## src/rtl/ima_pkg.sv

```systemverilog
// Package: shared constants, types and command structs for the image moment accumulator.
`timescale 1ns / 1ps
package ima_pkg;

    localparam int MaxPixelsDefault = 1024;
    localparam int TopCountDefault  = 10;
    localparam int SumCount         = 10;
    localparam int CoordW           = 16;
    localparam int ChargeW          = 13;
    localparam int ScaleW           = 16;
    localparam int ScaledW          = 12;
    localparam int TopChargeW       = 12;
    localparam int KindW            = 5;
    localparam int ValueW           = 64;
    localparam int PixelIdxW        = 10;
    localparam logic [ScaleW-1:0] PlateScaleReset = 16'd4096;

    // sum slots
    localparam logic [3:0] SumQ   = 4'd0;
    localparam logic [3:0] SumX   = 4'd1;
    localparam logic [3:0] SumY   = 4'd2;
    localparam logic [3:0] SumXx  = 4'd3;
    localparam logic [3:0] SumXy  = 4'd4;
    localparam logic [3:0] SumYy  = 4'd5;
    localparam logic [3:0] SumXxx = 4'd6;
    localparam logic [3:0] SumXxy = 4'd7;
    localparam logic [3:0] SumXyy = 4'd8;
    localparam logic [3:0] SumYyy = 4'd9;

    typedef enum logic [2:0] {
        ST_IDLE,
        ST_SCALE,
        ST_PROD1,
        ST_PROD2,
        ST_ACCUM,
        ST_EMIT
    } t_state;

    typedef struct packed {
        logic load;      // capture pixel
        logic scale;     // scale coordinates
        logic prod1;     // first products
        logic prod2;     // second products
        logic accum;     // add into sums and list
        logic emit_load; // load output register from result index
        logic clear;     // clear image state
    } t_cmd;

    typedef struct packed {
        logic end_image;  // this pixel closes the image
        logic emit_last;  // current result index is the final one
    } t_status;

endpackage

```

## src/rtl/ima_ctrl.sv

```systemverilog
// Controller: sequences capture, products, accumulation and result emission.
`timescale 1ns / 1ps
module ima_ctrl (
    input  logic             i_clk,
    input  logic             i_rst_n,
    input  logic             i_in_valid,
    output logic             o_in_ready,
    output logic             o_out_valid,
    input  logic             i_out_ready,
    input  ima_pkg::t_status i_status,
    output ima_pkg::t_cmd    o_cmd
);
    ima_pkg::t_state r_state, n_state;
    logic r_ovalid, n_ovalid;
    logic r_more, n_more;   // results still to load

    logic out_free;
    assign out_free    = !r_ovalid || i_out_ready;
    assign o_out_valid = r_ovalid;

    always_ff @(posedge i_clk) begin
        if (!i_rst_n) begin
            r_state  <= ima_pkg::ST_IDLE;
            r_ovalid <= 1'b0;
            r_more   <= 1'b0;
        end else begin
            r_state  <= n_state;
            r_ovalid <= n_ovalid;
            r_more   <= n_more;
        end
    end

    // next state
    always_comb begin
        n_state = r_state;
        unique case (r_state)
            ima_pkg::ST_IDLE:  if (i_in_valid) n_state = ima_pkg::ST_SCALE;
            ima_pkg::ST_SCALE: n_state = ima_pkg::ST_PROD1;
            ima_pkg::ST_PROD1: n_state = ima_pkg::ST_PROD2;
            ima_pkg::ST_PROD2: n_state = ima_pkg::ST_ACCUM;
            ima_pkg::ST_ACCUM: n_state = i_status.end_image ? ima_pkg::ST_EMIT
                                                            : ima_pkg::ST_IDLE;
            ima_pkg::ST_EMIT:  if (out_free && !r_more) n_state = ima_pkg::ST_IDLE;
            default:           n_state = ima_pkg::ST_IDLE;
        endcase
    end

    // outputs
    always_comb begin
        o_cmd      = '0;
        o_in_ready = 1'b0;
        n_ovalid   = r_ovalid && !i_out_ready;
        n_more     = r_more;
        unique case (r_state)
            ima_pkg::ST_IDLE: begin
                o_in_ready = 1'b1;
                o_cmd.load = i_in_valid;
            end
            ima_pkg::ST_SCALE: o_cmd.scale = 1'b1;
            ima_pkg::ST_PROD1: o_cmd.prod1 = 1'b1;
            ima_pkg::ST_PROD2: o_cmd.prod2 = 1'b1;
            ima_pkg::ST_ACCUM: begin
                o_cmd.accum = 1'b1;
                n_more      = i_status.end_image;
            end
            ima_pkg::ST_EMIT: begin
                if (out_free) begin
                    if (r_more) begin
                        o_cmd.emit_load = 1'b1;
                        n_ovalid        = 1'b1;
                        n_more          = !i_status.emit_last;
                        o_cmd.clear     = i_status.emit_last;
                    end
                end
            end
            default: ;
        endcase
    end

    a_accept_idle: assert property (@(posedge i_clk) disable iff (!i_rst_n)
        o_in_ready |-> r_state == ima_pkg::ST_IDLE) else $error("ready outside idle");
    a_load_free: assert property (@(posedge i_clk) disable iff (!i_rst_n)
        o_cmd.emit_load |-> out_free) else $error("overwrote pending result");
    a_clear_last: assert property (@(posedge i_clk) disable iff (!i_rst_n)
        o_cmd.clear |-> o_cmd.emit_load) else $error("clear without final result");
endmodule

```

## config.mk

```make
export PLATFORM = sky130hd
export DESIGN_NAME = ima_ctrl
export DESIGN_NICKNAME = d
export VERILOG_FILES = /design/src/rtl/ima_pkg.sv /design/src/rtl/ima_ctrl.sv
export SDC_FILE = /design/constraint.sdc
export NUM_CORES = 1
export LEC_CHECK = 0
export BUFFER_PORTS_ARGS = -buffer_cell sky130_fd_sc_hd__buf_2
export CORE_AREA = 2 2 39 41
export DETAILED_ROUTE_END_ITERATION = 8
export DIE_AREA = 0 0 41 43
export PLACE_DENSITY = 0.45
export SLEW_MARGIN = 20
export SYNTH_ARGS = -nofsm -noshare
export SYNTH_HDL_FRONTEND = slang
export SYNTH_SLANG_ARGS = --single-unit
```

## constraint.sdc

```tcl
create_clock -name i_clk -period 1.9 [get_ports i_clk]
set_input_delay 0.285 -clock i_clk [delete_from_list [all_inputs] [get_ports i_clk]]
set_output_delay 0.285 -clock i_clk [all_outputs]
set_load 0.01 [all_outputs]
```

After elaboration in Yosys (flattened, before gate mapping)
Cells that the tools add are included.
{"block": "op_classes", "n_eq_ne": 8, "mux": 19, "reduce_logical": 11}
{"operator": "$pmux 3 s6", "count": 1}
{"operator": "$mux 1", "count": 11}
{"operator": "$mux 3", "count": 3}
{"operator": "$eq 3x2->1 const B", "count": 2}
{"operator": "$eq 3x3->1 const B", "count": 2}
{"operator": "$mux 2", "count": 3}
{"operator": "$ne 2x2->1 const B", "count": 3}
{"operator": "$logic_not 1->1", "count": 4}
{"operator": "$reduce_and 2->1", "count": 2}
{"operator": "$eq 3x1->1 const B", "count": 1}
{"operator": "$logic_not 3->1", "count": 1}
{"operator": "$logic_and 1x1->1", "count": 2}
{"operator": "$pmux 1 s2", "count": 1}
{"operator": "$reduce_bool 2->1", "count": 1}
{"operator": "$logic_or 1x1->1", "count": 1}
{"block": "word_totals", "register_bits": 5, "input_bits": 6, "output_inout_bits": 9}

Depth between registers and ports, before layout
{"block": "logic_depth", "word_depth": 5, "depth_mapped": 4, "depth_no_buf": 3}

Worst setup path after synthesis
OpenSTA, ideal clock, no wires.
{"block": "synth_timing", "path_kind": "register to output", "startpoint": "register r_state[1]", "endpoint": "output port o_cmd[6] in the netlist's numbering", "arrival_time_ns": 1.125, "path_slack_ns": 0.490, "stages_incl_launch_ff": 4, "cell_sequence": "dfxtp_1 buf_2 nor3_1 and2_1"}
{"element": "from (decl)", "line": "ima_ctrl.sv:13", "text": "ima_pkg::t_state r_state, n_state;"}
{"element": "from (signal assigned)", "line": "ima_ctrl.sv:23", "text": "r_state <= ima_pkg::ST_IDLE;"}
{"element": "from (signal assigned)", "line": "ima_ctrl.sv:27", "text": "r_state <= n_state;"}
{"element": "to (decl)", "line": "ima_ctrl.sv:11", "text": "output ima_pkg::t_cmd o_cmd"}

==> results.yml <==
finish:
  final_nets: 59
  final.fill_count: 157
  regArea_um2: 100.1
  drive_gt1_share_pct: 42.31
  antenna_cells_inserted: 0
  multi_input_comb_area_um2: 187.7
  layout-area-overhead-vs-synth_pct: 33.33
power_and_ir_drop:
  power_w: 0.0002798
  pwr_density_cell_mw_per_mm2: 673.6
  p_leak_nw: 0.1808
  ir_worst_vdd_mv: 0.1991
clocking:
  clk_transition_reported_paths_ns: 0.04
  cts-resized-gates: 0
  numClockSinks: 5
  clkLatencyLatePin_ns: 0.23
  max-clock-path-buffers: 2
  htreeDepth: 1
  cts_root_buf: "sky130_fd_sc_hd__clkbuf_4"
  cts_hold_repair.buffers: 0
  numCtsBuffers: 3
  cts_setup_buffers: 0
  tritoncts: "built"
routing:
  remaining_design_rule_violation_count: 0
  antenna_violation_net_count_after_detailed_routing: 0
  routed_wire_length_per_instance_um: 8.706
  via_count: 287
  routed_wl_um: 592
  vias_per_cell: 4.221
  drt-initial-drc-count: 4
  dr_pass1_iterations: 2
grt:
  global_route.overflow_total: 0
  globalRouteMet3Util_pct: 4.712
  antenna_found_initial: 0
  gr-usage-met1_pct: 9.325
  grt.total_usage_pct: 9.538
  grt_peak_use_layer: "met2"
  pin_count_of_the_biggest_net_entering_global_routing: 10
  grt_pass1_vias: 253
  grt_first_pass_wirelength_um: 993
  gr_met2_demand_resource_pct: 12.19
yosys:
  mappedNetlistNets: 42
  synth_seq_cells: 5
  post_synth.cell_area_avg_um2: 8.654
  number_of_standard_cells_after_synthesis: 36
  post_synthesis_instance_area_um2: 311.5
  yosysWarnings: 0
  synth_cell_types: 21
  sequential_fraction_of_the_synthesis_area_pct: 32.13
sta:
  rsz0062_at_grt: "no"
  setup-violations-final: 0
  max_slew.worst_pin.slew_ns: 0.3517
  fin_crit_sh_pct: 81.68
  relative_slew_margins_pct: 76.37
  finalHoldViolCount: 0
  setup-tns-final_ns: 0
  drv_slew: 0
  hold_ws_ns: 0.3290
  fmax_mhz: 644.4
  finalClockSkew_ns: 0.0009775
  post-route-min-period_ns: 1.552
critical_path:
  worstSetupEndpointType: "output pin"
  cp_data_arrival_time_ns: 1.27
  startpoint_type: "flip-flop"
  critical_path_required_time_ns: 1.62
  critical_path.reg2reg.startpoint: "r_state[2]"
  critical_path.endpoint: "o_cmd[0]"
  cp_max_fo: 9
  crit-reg2reg-capture: "r_state[2]"
  worst-r2r-cell-count: 3
  timing.setup.critical_path_class: "reg -> out"
  launch_point_of_the_critical_path: "r_state[1]"
  setup.reg_to_reg.worst_slack_ns: 0.77
outcome:
  status: "finished clean"
floorplanning:
  die_area_mm2: 0.001763
  core_area_mm2: 0.001384
  ioPinCount: 15
  initial_utilization_pct: 22.51
  die_width_um: 41
  die_h_um: 43
  placement_rows: 14
placement:
  port_buffers: 14
  final_estimated_routing_congestion_in_global_placement: 0.6273
run:
  maxCapViolCount: 0
hold_path:
  worst_hold_path_type: "in -> reg"
-- synthesized netlist by cell type, drive strengths merged --
cell type	count	share of area, %
and3b	1	3.2
nor2b	1	2.0
o2111ai	1	2.8
a21o	1	2.4
a221oi	1	4.8
a21oi	4	7.6
o2bb2ai	1	2.8
nand2b	3	6.0
nor3b	3	11
nor2	3	3.6
a22oi	1	2.4
buf	2	4.0
nor3	3	6.4
inv	3	3.6
and2	2	4.0
nand2	1	1.2
dfxtp	5	32
-- power breakdown --
part | leakage [nW] | switching (W) | internal [W] | total (W)
sequential | 0.0407 | 0.00000946 | 0.000110 | 0.000119
clock | 0.0150 | 0.0000358 | 0.0000789 | 0.000115
combinational | 0.125 | 0.0000234 | 0.0000224 | 0.0000458
total | 0.181 | 0.0000686 | 0.000211 | 0.000280
-- worst max-delay path: stages, from the launching register on --
cell                       delay [ns]
sky130_fd_sc_hd__dfxtp_1         0.38
sky130_fd_sc_hd__nand2b_1        0.21
sky130_fd_sc_hd__nor3_2          0.19
sky130_fd_sc_hd__and2_1          0.13
sky130_fd_sc_hd__buf_2           0.12
-- area by class of cell --
class,instances,area share (%)
sequential,5,24.10
multi-input combinational,26,45.18
inverter,3,2.711
clock buffer,4,6.325
tap,16,4.819
timing repair buffer,14,16.87
-- worst min path at each step --
stage,start,endpoint,slack (ns),cells after the start
6_report,i_in_valid,r_state[2],0.33,3
5_1_grt,i_in_valid,r_state[2],0.33,3
4_1_cts,i_in_valid,r_state[2],0.33,3
3_5_place_dp,o_out_valid,o_out_valid,0.51,2
3_3_place_gp,o_out_valid,o_out_valid,0.51,2
2_1_floorplan,i_in_valid,r_state[2],0.43,2
-- kinds of logic (layout without fill, tap and decap cells) --
kind of cell	count (synthesis)	count (layout)	share of synthesized area (%)
flip-flops	5	5	32.13
AO/OA/AOI/OAI	9	9	22.89
AND/OR/NAND/NOR	17	17	37.35
buffers and inverters	5	21	7.630
-- registers in the layout, indices dropped and copies added (netlist names) --
name,cells
r_state,3
r_more,1
o_out_valid,1
-- through the flow --
stage | instance area (um2) | cells | utilization, % | worst slack, ns
2_1_floorplan | 311.5 | 36 | - | 0.4900
3_3_place_gp | 389.1 | 64 | 28.12 | 0.5955
3_5_place_dp | 389.1 | 64 | 28.12 | 0.5792
4_1_cts | 415.4 | 68 | 30.02 | 0.3278
5_1_grt | 415.4 | 68 | 30.02 | 0.2258
6_report | 415.4 | 68 | 30.02 | 0.3481
-- layer usage --
metal	wire length, um	share of wire (%)	vias up
met3	37	6.3	2
met5	0	0	-
li1	-	-	159
met2	291	49	8
met4	22	3.7	0
met1	241	41	118
-- cell usage in the layout (no fill, tap or decap) --
cell and n:
sky130_fd_sc_hd__nand2_1 1, sky130_fd_sc_hd__a21o_1 1, sky130_fd_sc_hd__nor3b_4 1, sky130_fd_sc_hd__a21oi_2 1, sky130_fd_sc_hd__and2_1 2, sky130_fd_sc_hd__nor3_1 2, sky130_fd_sc_hd__a21oi_1 3, sky130_fd_sc_hd__a221oi_2 1
sky130_fd_sc_hd__o2111ai_1 1, sky130_fd_sc_hd__a22oi_1 1, sky130_fd_sc_hd__and3b_2 1, sky130_fd_sc_hd__nor2_1 3, sky130_fd_sc_hd__inv_1 3, sky130_fd_sc_hd__dfxtp_1 5, sky130_fd_sc_hd__clkbuf_1 1, sky130_fd_sc_hd__buf_2 14
sky130_fd_sc_hd__o2bb2ai_1 1, sky130_fd_sc_hd__nand2b_1 3, sky130_fd_sc_hd__clkbuf_4 3, sky130_fd_sc_hd__nor3_2 1, sky130_fd_sc_hd__nor2b_1 1, sky130_fd_sc_hd__nor3b_1 2
Power figures use the tool's default switching activity.
